[src/yrpm_pkg.sv]
// Shared constants, types and state codes of the YUV to RGB palette matcher.
`timescale 1ns / 1ps
`default_nettype none
package yrpm_pkg;

    localparam int PALETTE_DEPTH = 256;
    localparam int IDX_W         = $clog2(PALETTE_DEPTH);
    localparam int COUNT_W       = 9;
    localparam int CHAN_W        = 8;
    localparam int WORD_W        = 4 * CHAN_W;
    localparam int COEF_W        = 18;
    localparam int CHROMA_W      = CHAN_W + 1;
    localparam int PROD_W        = COEF_W + CHROMA_W;
    localparam int SUM_W         = PROD_W + 1;
    localparam int FRAC_W        = 16;
    localparam int CONV_W        = 12;
    localparam int SQ_W          = 2 * CHAN_W;
    localparam int DIST_W        = SQ_W + 2;
    localparam int ADDR_W        = 3;
    localparam int DATA_W        = 32;

    localparam logic [COUNT_W-1:0] LIMIT_MAX = COUNT_W'(PALETTE_DEPTH);

    localparam logic signed [COEF_W-1:0] COEF_R_CR = 18'sd91881;
    localparam logic signed [COEF_W-1:0] COEF_G_CB = 18'sd22554;
    localparam logic signed [COEF_W-1:0] COEF_G_CR = 18'sd46802;
    localparam logic signed [COEF_W-1:0] COEF_B_CB = 18'sd116130;
    localparam logic [CHROMA_W-1:0]      CHROMA_MID = 9'd128;
    localparam logic [CHAN_W-1:0]        CHAN_MAX  = 8'd255;
    localparam logic [DIST_W-1:0]        DIST_INIT = '1;

    localparam logic CMD_LOAD  = 1'b0;
    localparam logic CMD_PIXEL = 1'b1;

    localparam logic REG_COUNT = 1'b0;
    localparam logic REG_MONO  = 1'b1;

    typedef enum logic [2:0] {
        ST_IDLE,
        ST_MUL,
        ST_SUM,
        ST_SEARCH,
        ST_DRAIN,
        ST_EMIT
    } state_t;

    typedef struct packed {
        logic             in_ready;
        logic             capture;
        logic             mem_wr;
        logic             mul_en;
        logic             sum_en;
        logic             rd_en;
        logic [IDX_W-1:0] rd_addr;
        logic             load_out;
    } ctrl_cmd_t;

    typedef struct packed {
        logic pipe_busy;
        logic out_free;
    } dp_stat_t;

endpackage
`default_nettype wire

[src/yrpm_ctrl.sv]
// Controller: sequences conversion, palette scan and result hand-off.
`timescale 1ns / 1ps
`default_nettype none
module yrpm_ctrl
    import yrpm_pkg::*;
(
    input  wire logic               clk,
    input  wire logic               rst_n,
    input  wire logic               in_valid,
    input  wire logic               in_cmd,
    input  wire logic [COUNT_W-1:0] palette_count,
    input  wire logic               mono_mode,
    input  wire dp_stat_t           stat,
    output ctrl_cmd_t               cmd
);

    state_t             state_reg, state_next;
    logic [COUNT_W-1:0] idx_reg, idx_next;
    logic [COUNT_W-1:0] limit;
    logic               last_read;

    assign limit     = (palette_count > LIMIT_MAX) ? LIMIT_MAX : palette_count;
    assign last_read = (idx_reg + COUNT_W'(1)) == limit;

    always_ff @(posedge clk or negedge rst_n)
    begin
        if (!rst_n)
        begin
            state_reg <= ST_IDLE;
            idx_reg   <= '0;
        end
        else
        begin
            state_reg <= state_next;
            idx_reg   <= idx_next;
        end
    end

    always_comb
    begin
        state_next = state_reg;
        case (state_reg)
            ST_IDLE:
            begin
                if (in_valid && in_cmd == CMD_PIXEL)
                    state_next = ST_MUL;
            end
            ST_MUL:
                state_next = ST_SUM;
            ST_SUM:
            begin
                if (mono_mode || limit == '0)
                    state_next = ST_EMIT;
                else
                    state_next = ST_SEARCH;
            end
            ST_SEARCH:
            begin
                if (last_read)
                    state_next = ST_DRAIN;
            end
            ST_DRAIN:
            begin
                if (!stat.pipe_busy)
                    state_next = ST_EMIT;
            end
            ST_EMIT:
            begin
                if (stat.out_free)
                    state_next = ST_IDLE;
            end
            default:
                state_next = ST_IDLE;
        endcase
    end

    always_comb
    begin
        case (state_reg)
            ST_SUM:    idx_next = '0;
            ST_SEARCH: idx_next = idx_reg + COUNT_W'(1);
            default:   idx_next = idx_reg;
        endcase
    end

    always_comb
    begin
        cmd          = '0;
        cmd.rd_addr  = idx_reg[IDX_W-1:0];
        case (state_reg)
            ST_IDLE:
            begin
                cmd.in_ready = 1'b1;
                cmd.capture  = in_valid && in_cmd == CMD_PIXEL;
                cmd.mem_wr   = in_valid && in_cmd == CMD_LOAD;
            end
            ST_MUL:    cmd.mul_en   = 1'b1;
            ST_SUM:    cmd.sum_en   = 1'b1;
            ST_SEARCH: cmd.rd_en    = 1'b1;
            ST_EMIT:   cmd.load_out = stat.out_free;
            default:   ;
        endcase
    end

endmodule
`default_nettype wire

[config.mk]
export PLATFORM = sky130hd
export DESIGN_NAME = yrpm_ctrl
export DESIGN_NICKNAME = d
export VERILOG_FILES = /design/src/yrpm_pkg.sv /design/src/yrpm_ctrl.sv
export SDC_FILE = /design/constraint.sdc
export NUM_CORES = 1
export LEC_CHECK = 0
export BUFFER_PORTS_ARGS = -buffer_cell sky130_fd_sc_hd__buf_2
export CORE_ASPECT_RATIO = 1.5
export CORE_MARGIN = 2
export CORE_UTILIZATION = 35
export CTS_BUF_LIST = sky130_fd_sc_hd__clkbuf_2
export CTS_CLUSTER_DIAMETER = 200
export DETAILED_ROUTE_END_ITERATION = 6
export PLACE_DENSITY = 0.55
export SLEW_MARGIN = 5
export SYNTH_ARGS = -nofsm -noshare
export SYNTH_HDL_FRONTEND = slang
export SYNTH_SLANG_ARGS = --single-unit
[constraint.sdc]
create_clock -name clk -period 3.95 [get_ports clk]
set_input_delay 0.79 -clock clk [delete_from_list [all_inputs] [get_ports clk]]
set_output_delay 0.79 -clock clk [all_outputs]
set_load 0.01 [all_outputs]
==> results by group <==
Synthesis
  • Commonest cells in the netlist: 12 x dfrtp_1, 9 x nand2_1, 9 x o21ai_0, 8 x buf_4, 8 x xnor2_1
  • Main combinational cell family by area after synthesis: simple AND/OR/NAND/NOR gates
  • Adder-cell share of the synthesized area: 1.076%
  • Synth Area in Compound Gates: about 22%
  • Yosys warns: 0
  • Syn Nets: around 150
  • Primary FF master, synth: dfrtp_1
  • Unique masters post-synth: 49
  • Post-Synth XOR/XNOR Area: 6.028%
  • Mux contribution to synthesized area: between 3 and 4%
  • Synth top area share: 25.83%
  • Area leader, netlist: dfrtp_1
  • Seq/Total Area, Yosys: 25.83%
  • Most numerous cell in the Yosys netlist: dfrtp_1
  • Number of flops mapped to enable cells by yosys: 0
  • Seq cells post-synth: 12
  • Cells after synthesis: 135
  • Synth area leaders: dfrtp_1 26%, xnor2_1 6.0%, buf_4 5.2%
  • Ys async rst share: 100.0%
  • Syn Area/Cell: 8.610 um^2
  • Mapped Area: around 1200 um^2
  • Synth Area in Simple Gates: 28.96%

Clocking
  • PostCTS Resize Cnt: 0
  • Setup bufs post-CTS: 0
  • Clock sinks: 12
  • CTS hold repair buffers: 0
  • Root Driver: clkbuf_2
  • CTS Buf Count: 3
  • Clk_lat worst skew: 280 ps
  • Clock tree from TritonCTS: built
  • Worst-path clk slew: 140 ps
  • H-tree levels: 1
  • Clock Tree Buf Depth: 2

Run
  • Max-capacitance violation count: 0

Timing
  • Final Skew: 6.969 ps
  • Fin. Hold Viols: 0
  • Setup TNS: 0 ps
  • RSZ-0062 raised after global routing: false
  • Worst-margin pin slew: between 600 and 700 ps
  • Final worst-path cycle share: 62.01%
  • Final Max Tran Viols: 0
  • Fin worst setup slack: 1501 ps
  • Max Freq: 408.3 MHz
  • Final setup fails: 0
  • Max_slew headroom: between 50% and 60%
  • Crit path time final: 2449 ps

Detailed routing
  • Drt first pass iters: 4
  • WL/cell: 15.16 um
  • Via/cell ratio: 5.585
  • Initial DRC Count: 21
  • Vias: 1078
  • Post-route ant nets: 0
  • Post-Route WL: 2925 um
  • Post-route DRC: 0

Global route
  • Largest net degree at the start of global routing: 20
  • GRT Total Usage: 17.16%
  • Initial antenna violation count: 0
  • First-pass GRT wire length: 5023 um
  • Gr ovfl total: 0
  • Vias in the first global route: 1070

Setup path
  • Crit Path Class: flip-flop to primary output
  • CP required: about 3200 ps
  • CP arrival: 1660 ps
  • Worst Setup SP: state_reg[2]
  • RR Startpoint: idx_reg[0]
  • Crit-path max FO: 19
  • Crit end category: primary output
  • CP Launch Type: flip-flop

Placed design
  • Place WS: approximately 1600 ps
  • IO Port Bufs: 30
  • Dpl hpwl: 2272 um
  • # placed instances: roughly 190
  • GPL Wtd Cong: between 0.8 and 0.9

Cells and area
  • Largest register FFs: 9
  • Nets@finish: 171
  • Antenna Cells: 0
  • Fill count: 341
  • Fin cells: 193
  • Area growth syn-to-layout: 7.535%
  • Share of cells above drive strength 1: approximately 30%

Die
  • Row cnt: 25
  • Die Ht: 74.58 um
  • Boundary pin count: 31
  • Die area: about 3800 um^2
  • Horiz. Die Dim: 51.06 um
  • Core Region: between 3000 and 4000 um^2
  • Initial Utilization: 36.79%

Power
  • Pwr/cell area: 551.0 nW/um^2
  • Max rail drop VDD: 292.4 uV
  • Leakage: 0.0005639 uW

Outcome
  • Status: finished, final reports clean

Hold path
  • Tightest Hold Check Type: primary input to asynchronous set/reset pin
## cells in the final DEF (no fill, tap or decap), types with 2 or more instances in the layout
master    netlist  final
a22o_1          4      4
buf_2           1     30
nand2b_1        5      5
nor2b_1         2      2
clkbuf_2        0      3
dfrtp_1        12     12
o21ai_0         9      9
and3_1          3      3
a31oi_1         3      3
inv_1           4      4
nand3_1         5      5
or3_1           2      2
a21oi_1         5      5
a21o_1          3      3
xnor2_1         8      8
o31ai_1         3      3
nor3_1          7      7
nand2_1         9      9
nor2_1          7      7
o211ai_2        2      2
## area by class of cell
class	instances	area, um^2	area share (%)
Tap cell	40	50.05	4.004
Timing Repair Buffer	30	150.1	12.01
Clock buffer	3	15.01	1.201
Sequential cell	12	300.3	24.02
Multi-Input combinational cell	103	715.7	57.26
Clock inverter	1	3.754	0.3003
Inverter	4	15.01	1.201
## path summary, 6_finish.rpt
path | cells past startpoint | slack, ps | to
min | 1 | 380 | idx_reg[0]
min in group clk | 1 | 570 | idx_reg[8]
min reg2reg | 1 | 570 | idx_reg[8]
max | 3 | 1500 | cmd[9]
max in group asynchronous | 1 | 3330 | idx_reg[6]
max reg2reg | 7 | 1690 | state_reg[2]
## power breakdown
part	switching (uW)	leakage [uW]	internal [uW]	total [uW]
logic	200	0.000394	165	365
clock network	46.2	0.0000140	22.0	68.2
registers	96.5	0.000155	159	256
total	343	0.000564	346	689
## cell families after synthesis
kind of cell	count (synthesis)
compound gates	37
xor+xnor	8
fa+ha+maj	1
buf+inv	20
flops	12
mux	3
simple gates	54
## metrics by stage
stage / hold slack [ps] / power [uW] / util (%) / cell area [um^2]
floorplan: 494.4 / 570.9 / - / 1162
global placement: 530.2 / 618.1 / 38.97 / 1231
detailed placement: 534.6 / 628.2 / 38.97 / 1231
CTS: 367.2 / 699.9 / 39.56 / 1250
global route: 361.7 / 756.5 / 39.56 / 1250
finish: 378.0 / 688.7 / 39.56 / 1250
## per-layer routing
metal	vias to the layer above	share of wire, %	track usage [%]	wire length [um]
met5	-	0	0	0
met4	0	0.75	5.706	22
met3	2	4.0	3.213	116
met2	25	54	31.89	1571
met1	524	42	19.38	1215
li1	527	-	-	-
## worst max-delay path, stage by stage (launching register included)
cell	delay, ps
dfrtp_1	480
nand2b_1	480
nor2_1	260
buf_2	160
Note: power is estimated with default switching activity, not from simulation.
