[src/yrpm_pkg.sv]
// Shared constants, types and state codes of the YUV to RGB palette matcher.
`timescale 1ns / 1ps
`default_nettype none
package yrpm_pkg;

    localparam int PALETTE_DEPTH = 256;
    localparam int IDX_W         = $clog2(PALETTE_DEPTH);
    localparam int COUNT_W       = 9;
    localparam int CHAN_W        = 8;
    localparam int WORD_W        = 4 * CHAN_W;
    localparam int COEF_W        = 18;
    localparam int CHROMA_W      = CHAN_W + 1;
    localparam int PROD_W        = COEF_W + CHROMA_W;
    localparam int SUM_W         = PROD_W + 1;
    localparam int FRAC_W        = 16;
    localparam int CONV_W        = 12;
    localparam int SQ_W          = 2 * CHAN_W;
    localparam int DIST_W        = SQ_W + 2;
    localparam int ADDR_W        = 3;
    localparam int DATA_W        = 32;

    localparam logic [COUNT_W-1:0] LIMIT_MAX = COUNT_W'(PALETTE_DEPTH);

    localparam logic signed [COEF_W-1:0] COEF_R_CR = 18'sd91881;
    localparam logic signed [COEF_W-1:0] COEF_G_CB = 18'sd22554;
    localparam logic signed [COEF_W-1:0] COEF_G_CR = 18'sd46802;
    localparam logic signed [COEF_W-1:0] COEF_B_CB = 18'sd116130;
    localparam logic [CHROMA_W-1:0]      CHROMA_MID = 9'd128;
    localparam logic [CHAN_W-1:0]        CHAN_MAX  = 8'd255;
    localparam logic [DIST_W-1:0]        DIST_INIT = '1;

    localparam logic CMD_LOAD  = 1'b0;
    localparam logic CMD_PIXEL = 1'b1;

    localparam logic REG_COUNT = 1'b0;
    localparam logic REG_MONO  = 1'b1;

    typedef enum logic [2:0] {
        ST_IDLE,
        ST_MUL,
        ST_SUM,
        ST_SEARCH,
        ST_DRAIN,
        ST_EMIT
    } state_t;

    typedef struct packed {
        logic             in_ready;
        logic             capture;
        logic             mem_wr;
        logic             mul_en;
        logic             sum_en;
        logic             rd_en;
        logic [IDX_W-1:0] rd_addr;
        logic             load_out;
    } ctrl_cmd_t;

    typedef struct packed {
        logic pipe_busy;
        logic out_free;
    } dp_stat_t;

endpackage
`default_nettype wire

[src/yrpm_regs.sv]
// APB configuration registers: palette count and mono mode.
`timescale 1ns / 1ps
`default_nettype none
module yrpm_regs
    import yrpm_pkg::*;
(
    input  wire logic               clk,
    input  wire logic               rst_n,
    input  wire logic               psel,
    input  wire logic               penable,
    input  wire logic               pwrite,
    input  wire logic [ADDR_W-1:0]  paddr,
    input  wire logic [DATA_W-1:0]  pwdata,
    output logic      [DATA_W-1:0]  prdata,
    output logic                    pready,
    output logic      [COUNT_W-1:0] palette_count,
    output logic                    mono_mode
);

    logic [COUNT_W-1:0] count_reg;
    logic               mono_reg;
    logic               reg_sel;
    logic               wr_en;

    assign reg_sel = paddr[2];
    assign wr_en   = psel && penable && pwrite;
    assign pready  = 1'b1;

    always_ff @(posedge clk or negedge rst_n)
    begin
        if (!rst_n)
        begin
            count_reg <= '0;
            mono_reg  <= 1'b0;
        end
        else if (wr_en)
        begin
            case (reg_sel)
                REG_COUNT: count_reg <= pwdata[COUNT_W-1:0];
                REG_MONO:  mono_reg  <= pwdata[0];
                default:   ;
            endcase
        end
    end

    always_comb
    begin
        case (reg_sel)
            REG_COUNT: prdata = DATA_W'(count_reg);
            REG_MONO:  prdata = DATA_W'(mono_reg);
            default:   prdata = '0;
        endcase
    end

    assign palette_count = count_reg;
    assign mono_mode     = mono_reg;

endmodule
`default_nettype wire

[config.mk]
export PLATFORM = sky130hd
export DESIGN_NAME = yrpm_regs
export DESIGN_NICKNAME = d
export VERILOG_FILES = /design/src/yrpm_pkg.sv /design/src/yrpm_regs.sv
export SDC_FILE = /design/constraint.sdc
export NUM_CORES = 1
export LEC_CHECK = 0
export BUFFER_PORTS_ARGS = -buffer_cell sky130_fd_sc_hd__buf_2
export CAP_MARGIN = 20
export CORE_ASPECT_RATIO = 0.8
export CORE_MARGIN = 3
export CORE_UTILIZATION = 27
export CTS_BUF_LIST = sky130_fd_sc_hd__clkbuf_2 sky130_fd_sc_hd__clkbuf_4 sky130_fd_sc_hd__clkbuf_8
export CTS_CLUSTER_SIZE = 8
export DETAILED_ROUTE_END_ITERATION = 6
export GPL_ROUTABILITY_DRIVEN = 0
export PLACE_DENSITY = 0.69
export SETUP_SLACK_MARGIN = 0.05
export SLEW_MARGIN = 20
export SYNTH_ARGS = -nofsm -noshare
export SYNTH_HDL_FRONTEND = slang
export SYNTH_SLANG_ARGS = --single-unit
[constraint.sdc]
create_clock -name clk -period 1.05 [get_ports clk]
set_clock_uncertainty 0.1 [all_clocks]
set_input_delay 0 -clock clk [delete_from_list [all_inputs] [get_ports clk]]
set_output_delay 0 -clock clk [all_outputs]
set_load 0.05 [all_outputs]
==> results of run 1 <==
==> flip-flops by register name, indices dropped and copies added (netlist names) <==
name	count
palette_count	9
mono_mode	1
==> Yosys cell counts <==
cell,n
nand4b_4,1
conb_1,2
buf_4,24
dfrtp_1,10
mux2_2,11
and2b_2,8
nand4_1,1
clkbuf_2,1
==> area by class of cell <==
type                    count  area share
well taps                  25      0.0274
flip-flops and latches     10       0.230
repair buffers             51       0.422
multi-input cells          45       0.288
clock buffers               4      0.0318
==> layer usage <==
metal  up-vias  part of all wire  wire length [um]
met5         -                 0                 0
met4         0             0.012                19
met3         2             0.065               104
met2        28              0.60               959
met1       253              0.32               518
li1        247                 -                 -
==> critical path, delay by kind of cell, from the launching register on <==
family,cells,cell delay [ns]
multiplexers,1,0.27
buffers and inverters,1,0.15
flip-flops,1,0.41
==> power by group through the flow <==
stage,registers (mW),clock network (mW),logic (mW)
floorplan,0.852,0,0.595
global placement,0.544,0,1.02
detailed placement,0.552,0,1.03
CTS,0.545,0.359,1.26
global route,0.560,0.398,1.47
finish,0.550,0.346,1.41
==> cells by family (layout without fill, tap and decap cells) <==
kind of cell / after synthesis / count (layout) / synth area share
mux: 11 / 11 / 0.186
other cells: 2 / 24 / 0.0113
simple gates: 10 / 10 / 0.150
flops: 10 / 10 / 0.375
buf+inv: 25 / 55 / 0.278
==> path summary, 6_finish.rpt <==
check                                                to  slack (ns)                    startpoint  depth (start not counted)
max                                           prdata[0]       -0.15         mono_mode$_DFFE_PN0P_                          2
min                        palette_count[4]$_DFFE_PN0P_        0.05                         rst_n                          2
max reg2reg                palette_count[0]$_DFFE_PN0P_       -0.05  palette_count[0]$_DFFE_PN0P_                          3
min reg2reg                palette_count[5]$_DFFE_PN0P_        0.44  palette_count[5]$_DFFE_PN0P_                          1
max in group asynchronous  palette_count[0]$_DFFE_PN0P_        0.59                         rst_n                          2
min in group clk                  mono_mode$_DFFE_PN0P_        0.05                       penable                          3
==> per-stage QoR <==
stage / std cells / hold WS [ns]
2_1_floorplan: 80 / -0.396
3_3_place_gp: 115 / -0.222
3_5_place_dp: 115 / -0.222
4_1_cts: 132 / 0.0319
5_1_grt: 135 / 0.0347
6_report: 135 / 0.0473
==> what timing repair did <==
action	4_1_cts	5_1_grt
resized for setup	33	20
hold buffers	10	0
setup buffers	3	4
hold endpoints to repair	20	0
setup endpoints to repair	16	21
==> flow_metrics.py, run 1 <==
metrics = {
    "status": {
        "outcome": "complete, but fails checks",
        "violations": "setup timing",
    },
    "critical_path": {
        "crit_type": "flip-flop to output pin",
        "worst_setup_path_end_kind": "output pin",
        "critPathMaxFanout": 3,
        "crit_chain": "mux2_4, buf_8",
        "slowest_stage": "dfrtp_2",
        "slowest_delay_ns": 0.41,
        "arrival_ns": 1.10,
        "required_ns": 0.95,
        "startpoint_type": "flip-flop",
    },
    "routing": {
        "viasPerCell": 3.93,
        "wl_mm": 1.60,
        "drtIter0Drc": 5,
        "detailedRoute.firstPassIterationCount": 4,
        "via_count": 530,
        "post-route-drc-count": 0,
        "ant_nets": 0,
        "wl_per_cell_um": 11.9,
    },
    "yosys": {
        "ys_seq_area_frac": 0.375,
        "ys_warn_count": 0,
        "synth_cells": 58,
        "synth.area.top_cells": "dfrtp_1 (38%), buf_4 (27%), mux2_2 (19%)",
        "syn_area_um2": 667,
        "yosys.area.top_type": "dfrtp_1",
        "ys_types": 8,
        "ys_ff_latch": 10,
        "avgSynthCellArea_um2": 11.5,
        "synth_top_area_frac": 0.375,
    },
    "final_layout": {
        "drive_above_1_share": 0.682,
        "multi_input_area_um2": 329,
        "seq_area_um2": 263,
        "fillers": 205,
        "layout.cells.most_common": "conb_1",
        "finalInstanceArea_mm2": 0.00114,
        "layout_common_cells": "conb_1 (24), buf_6 (15), buf_2 (14), dlygate4sd3_1 (10), dfrtp_2 (10)",
        "fin_util": 0.507,
        "syn2layout_area_growth_pct": 71.1,
        "final_nets": 151,
        "n_antenna_cell": 0,
    },
    "global_route": {
        "grt_pass1_wl_mm": 2.24,
        "use_met3": 0.0488,
        "grt_pass1_vias": 525,
        "grt.met1_usage": 0.0686,
        "grt_max_degree": 11,
        "grt.total_usage": 0.104,
        "grt-ovfl-total": 0,
        "busiest_layer": "met2",
        "met2_usage": 0.220,
        "antenna_found_initial": 0,
    },
    "worst_hold_path": {
        "hp-class": "primary input to asynchronous set/reset pin",
    },
    "sta": {
        "fin_crit_sh": 1.14,
        "fin_ws_ns": -0.149,
        "drv_slew": 0,
        "timing.setup.tns_ns": -0.899,
        "setup_violations": 11,
        "hold_viol_final": 0,
        "period_needed_ns": 1.20,
        "fmax_mhz": 834,
        "rsz0062_at_grt": "true",
    },
    "cts": {
        "clock-sinks": 10,
        "cts-buffers-inserted": 3,
        "clk_latency_ns": 0.26,
        "cts_htree_levels": 1,
        "clk_pin_slew_worst_paths_ns": 0.07,
        "cts_root_buf": "clkbuf_4",
        "tritoncts": "built",
        "ctsLongestPathBuffers": 2,
    },
    "job": {
        "cap_violations": 0,
    },
    "pwr": {
        "p_seq_frac": 0.239,
        "p_sw_frac": 0.458,
        "power_mw": 2.31,
        "power_frac_clock": 0.150,
        "p_sw_mw": 1.06,
        "p_comb_frac": 0.611,
        "internal_power_mw": 1.25,
        "powerDensity_mw_per_mm2": 2020,
        "ir_drop_mv": 0.935,
        "leakagePower_nw": 0.597,
    },
    "placed_design": {
        "hpwl_mm": 1.11,
        "portBuffers": 33,
        "placed_area_um2": 800,
        "place_ws_ns": 0.0759,
    },
    "floorplan": {
        "io_pins": 83,
        "die_h_um": 50.5,
        "start_util": 0.296,
        "die_w_um": 61.6,
        "dieArea_mm2": 0.00311,
        "core_mm2": 0.00225,
        "rows": 15,
    },
}
Power figures use the tool's default switching activity.
==> run 2: changes to the inputs <==
--- a/config.mk
+++ b/config.mk
@@ -14,7 +14,7 @@
 export CTS_CLUSTER_SIZE = 8
 export DETAILED_ROUTE_END_ITERATION = 6
 export GPL_ROUTABILITY_DRIVEN = 0
-export PLACE_DENSITY = 0.69
+export PLACE_DENSITY = 0.72
 export SETUP_SLACK_MARGIN = 0.05
 export SLEW_MARGIN = 20
 export SYNTH_ARGS = -nofsm -noshare
==> flow_metrics.py, run 2 (synthesis results as in run 1) <==
metrics = {
    "final_layout": {
        "drive_above_1_share": 0.670,
        "finalInstanceArea_mm2": 0.00104,
        "fin_util": 0.461,
        "fillers": 213,
        "layout.cells.most_common": "conb_1",
        "final_nets": 148,
        "layout_common_cells": "conb_1 (24), buf_2 (15), dlygate4sd3_1 (10), dfrtp_2 (10), buf_6 (9)",
        "instances_no_fill": 131,
        "n_antenna_cell": 0,
        "largest_reg_flops": 9,
        "syn2layout_area_growth_pct": 55.7,
    },
    "global_route": {
        "grt_pass1_wl_mm": 2.08,
        "grt-ovfl-total": 0,
        "grt_max_degree": 11,
        "antenna_found_initial": 0,
        "grt_pass1_vias": 471,
        "grt.total_usage": 0.0960,
    },
    "status": {
        "violations": "setup timing",
        "outcome": "complete, but fails checks",
    },
    "cts": {
        "cts_root_buf": "clkbuf_4",
        "cts_htree_levels": 1,
        "clock-sinks": 10,
        "tritoncts": "built",
        "clk_latency_ns": 0.25,
        "cts-buffers-inserted": 3,
        "clk_pin_slew_worst_paths_ns": 0.06,
        "ctsLongestPathBuffers": 2,
    },
    "sta": {
        "fmax_mhz": 848,
        "hold_viol_final": 0,
        "fin_ws_ns": -0.129,
        "setup_violations": 9,
        "timing.hold.ws_ns": 0.0377,
        "rsz0062_at_grt": "true",
        "fin_crit_sh": 1.12,
        "period_needed_ns": 1.18,
        "timing.setup.tns_ns": -0.546,
        "drv_slew": 0,
    },
    "routing": {
        "viasPerCell": 3.78,
        "post-route-drc-count": 0,
        "ant_nets": 0,
        "drtIter0Drc": 3,
        "wl_per_cell_um": 11.1,
        "via_count": 495,
        "wl_mm": 1.46,
        "detailedRoute.firstPassIterationCount": 3,
    },
    "floorplan": {
        "rows": 15,
        "io_pins": 83,
        "core_mm2": 0.00225,
        "die_h_um": 50.5,
        "die_w_um": 61.6,
        "dieArea_mm2": 0.00311,
        "start_util": 0.296,
    },
    "critical_path": {
        "endpoint": "prdata[0]",
        "reg2reg_depth": 2,
        "r2r_start": "mono_mode$_DFFE_PN0P_",
        "crit_chain": "mux2_4, buf_8",
        "slowest_stage": "dfrtp_2",
        "cp_num_cells": 2,
        "slowest_delay_ns": 0.40,
        "crit_family": "flip-flops",
        "path_buf_inv": 1,
        "arrival_ns": 1.08,
        "r2r-end": "mono_mode$_DFFE_PN0P_",
        "reg2reg_slack_ns": 0.05,
        "crit_type": "flip-flop to output pin",
        "startpoint_type": "flip-flop",
        "setup.worst_path.start": "palette_count[0]$_DFFE_PN0P_",
        "required_ns": 0.95,
        "critPathMaxFanout": 2,
        "worst_setup_path_end_kind": "output pin",
    },
    "placed_design": {
        "post-place-cells": 115,
        "hpwl_mm": 1.13,
        "placed_area_um2": 800,
        "portBuffers": 33,
    },
    "worst_hold_path": {
        "hp-class": "primary input to asynchronous set/reset pin",
    },
    "pwr": {
        "p_sw_uw": 994,
        "leakagePower_nw": 0.549,
        "p_comb_frac": 0.615,
        "power_frac_clock": 0.118,
        "p_sw_frac": 0.490,
        "p_seq_frac": 0.267,
        "ir_drop_mv": 0.460,
        "powerDensity_mw_per_mm2": 1950,
        "internal_power_mw": 1.04,
    },
    "job": {
        "cap_violations": 0,
    },
}
-- run 2: changes by cell type in the layout (fill, tap and decap cells not counted), sizes merged --
| cell | change |
|---|---|
| buf | -7 |
| clkbuf | +3 |
-- run 2: power groups by stage --
stage	Clock [mW]	Combinational [mW]	Sequential, mW
floorplan	0	0.595	0.852
global placement	0	1.02	0.543
detailed placement	0	1.03	0.551
CTS	0.257	1.21	0.538
global route	0.280	1.30	0.551
finish	0.240	1.25	0.541
-- run 2: how the worst min path moves through the flow --
stage               startpoint  depth (start not counted)                      endpoint  slack [ns]
floorplan                rst_n                          0         mono_mode$_DFFE_PN0P_       -0.40
global placement         rst_n                          1  palette_count[2]$_DFFE_PN0P_       -0.23
detailed placement       rst_n                          1  palette_count[0]$_DFFE_PN0P_       -0.23
CTS                      rst_n                          2  palette_count[0]$_DFFE_PN0P_        0.04
global route             rst_n                          2  palette_count[2]$_DFFE_PN0P_        0.05
finish                   rst_n                          2  palette_count[0]$_DFFE_PN0P_        0.04
-- run 2: final cells by class --
| class | count | area (um^2) | share of cell area |
|---|---|---|---|
| Clock buffer | 3 | 22.5 | 0.0217 |
| Multi-Input combinational cell | 45 | 325 | 0.313 |
| Sequential cell | 10 | 263 | 0.253 |
| Tap cell | 25 | 31.3 | 0.0301 |
| Timing Repair Buffer | 48 | 397 | 0.382 |
-- run 2: metrics by stage --
stage,total power [mW],setup slack (ns)
final,2.03,-0.129
after global routing,2.13,-0.167
after CTS,2.00,-0.136
after detailed placement,1.58,0.0772
after global placement,1.56,0.0882
after floorplan,1.45,0.0415
-- run 2: repair_timing --
item                                   4_1_cts  5_1_grt
endpoints found under the hold margin       20        0
setup buffers                                2        2
setup endpoints to repair                   10       20
gates cloned                                 0        0
gates resized for setup                     24       10
hold buffers                                10        0
-- run 2: routing by layer --
layer / up-vias / wire length (um) / GRT usage
met3: 0 / 86 / 0.0540
li1: 236 / - / -
met4: 0 / 0 / 0
met5: - / 0 / 0
met1: 238 / 436 / 0.0793
met2: 21 / 933 / 0.199
==> run 3: changes to the inputs <==
==> constraint.sdc (replaced) <==
create_clock -name clk -period 1.05 [get_ports clk]
set_clock_uncertainty 0.1 [all_clocks]
set_input_delay 0.0525 -clock clk [delete_from_list [all_inputs] [get_ports clk]]
set_output_delay 0.0525 -clock clk [all_outputs]
set_load 0.05 [all_outputs]
==> flow_metrics.py, run 3 (synthesis results as in run 1) <==
metrics = {
    "status": {
        "outcome": "complete, but fails checks",
        "violations": "setup timing",
    },
    "critical_path": {
        "r2r-end": "palette_count[5]$_DFFE_PN0P_",
        "arrival_ns": 1.08,
        "required_ns": 0.90,
        "worst_setup_path_end_kind": "output pin",
        "critPathMaxFanout": 2,
        "reg2reg_depth": 2,
        "startpoint_type": "flip-flop",
        "r2r_start": "palette_count[5]$_DFFE_PN0P_",
        "crit_type": "flip-flop to output pin",
        "reg2reg_slack_ns": 0.04,
    },
    "routing": {
        "detailedRoute.firstPassIterationCount": 2,
        "ant_nets": 0,
        "viasPerCell": 3.80,
        "drtIter0Drc": 1,
        "post-route-drc-count": 0,
        "wl_per_cell_um": 11.9,
        "via_count": 525,
        "wl_mm": 1.65,
    },
    "sta": {
        "fin_ws_ns": -0.182,
        "fmax_mhz": 811,
        "fin_crit_sh": 1.17,
        "rsz0062_at_grt": "true",
        "timing.setup.tns_ns": -1.12,
        "drv_slew": 0,
        "hold_viol_final": 0,
        "period_needed_ns": 1.23,
        "timing.hold.ws_ns": 0.0808,
        "setup_violations": 17,
    },
    "pwr": {
        "powerDensity_mw_per_mm2": 1960,
        "power_mw": 2.39,
        "leakagePower_nw": 0.644,
        "ir_drop_mv": 0.711,
    },
    "global_route": {
        "grt.total_usage": 0.0999,
        "grt_pass1_vias": 473,
        "antenna_found_initial": 0,
        "grt_max_degree": 11,
        "grt_pass1_wl_mm": 2.21,
        "grt-ovfl-total": 0,
    },
    "placed_design": {
        "place_ws_ns": -0.0358,
        "post-place-cells": 114,
        "hpwl_mm": 1.11,
        "portBuffers": 33,
        "placed_area_um2": 828,
    },
    "cts": {
        "cts-buffers-inserted": 3,
        "tritoncts": "built",
        "clk_latency_ns": 0.25,
        "cts_htree_levels": 1,
        "ctsLongestPathBuffers": 2,
        "clock-sinks": 10,
        "cts_root_buf": "clkbuf_4",
        "clk_pin_slew_worst_paths_ns": 0.06,
    },
    "floorplan": {
        "dieArea_mm2": 0.00311,
        "io_pins": 83,
        "core_mm2": 0.00225,
        "die_w_um": 61.6,
        "rows": 15,
        "die_h_um": 50.5,
        "start_util": 0.296,
    },
    "final_layout": {
        "n_antenna_cell": 0,
        "fin_util": 0.542,
        "layout_common_cells": "conb_1 (24), buf_6 (21), buf_2 (14)",
        "layout.cells.most_common": "conb_1",
        "largest_reg_flops": 9,
        "final_nets": 155,
        "syn2layout_area_growth_pct": 82.9,
        "finalInstanceArea_mm2": 0.00122,
        "instances_no_fill": 138,
        "drive_above_1_share": 0.690,
    },
    "job": {
        "cap_violations": 0,
    },
    "worst_hold_path": {
        "hp-class": "primary input to asynchronous set/reset pin",
    },
}
## run 3: cell types whose count changed in the layout (fill, tap and decap cells not counted), moves of 4 or more
| cell | change |
|---|---|
| mux2_4 | +7 |
| buf_6 | +12 |
| buf_4 | -6 |
| buf_8 | +6 |
| and2b_2 | -8 |
| mux2_2 | -7 |
| and2b_4 | +8 |
| clkbuf_4 | -4 |
## run 3: layout make-up
class,instances,area [um^2]
fillers,208,1030
repair buffers,55,542
multi-input cells,45,362
flip-flops and latches,10,263
well taps,25,31.3
clock buffers,3,22.5
## run 3: worst max-delay path, cell delays in order (launching register included)
cell and delay [ns]:
dfrtp_2 0.40, mux2_4 0.28, buf_8 0.15
## run 3: layer usage
metal	global-route usage	wire (um)	vias up
met5	0	0	-
met1	0.105	563	247
met2	0.183	939	28
met4	0	0	0
li1	-	-	250
met3	0.0540	143	0
## run 3: worst max path at each step
stage                                             from                      endpoint  slack [ns]  depth (start not counted)
after detailed placement                      paddr[2]  palette_count[7]$_DFFE_PN0P_       -0.04                          3
final                     palette_count[0]$_DFFE_PN0P_                     prdata[0]       -0.18                          2
after global routing      palette_count[0]$_DFFE_PN0P_                     prdata[0]       -0.23                          2
after floorplan           palette_count[0]$_DFFE_PN0P_                     prdata[0]        0.01                          1
after global placement                        paddr[2]  palette_count[6]$_DFFE_PN0P_       -0.02                          3
after CTS                 palette_count[0]$_DFFE_PN0P_                     prdata[0]       -0.19                          2
## run 3: what timing repair did
| item | in CTS | in global routing |
|---|---|---|
| endpoints found under the setup margin | 19 | 23 |
| gates resized for setup | 41 | 15 |
| hold endpoints to repair | 20 | 0 |
| setup buffers | 5 | 6 |
| hold buffers | 10 | 0 |
## run 3: power breakdown
group	internal, mW	total (mW)	switching [mW]
logic	0.700	1.59	0.886
clock network	0.132	0.246	0.115
registers	0.487	0.563	0.0756
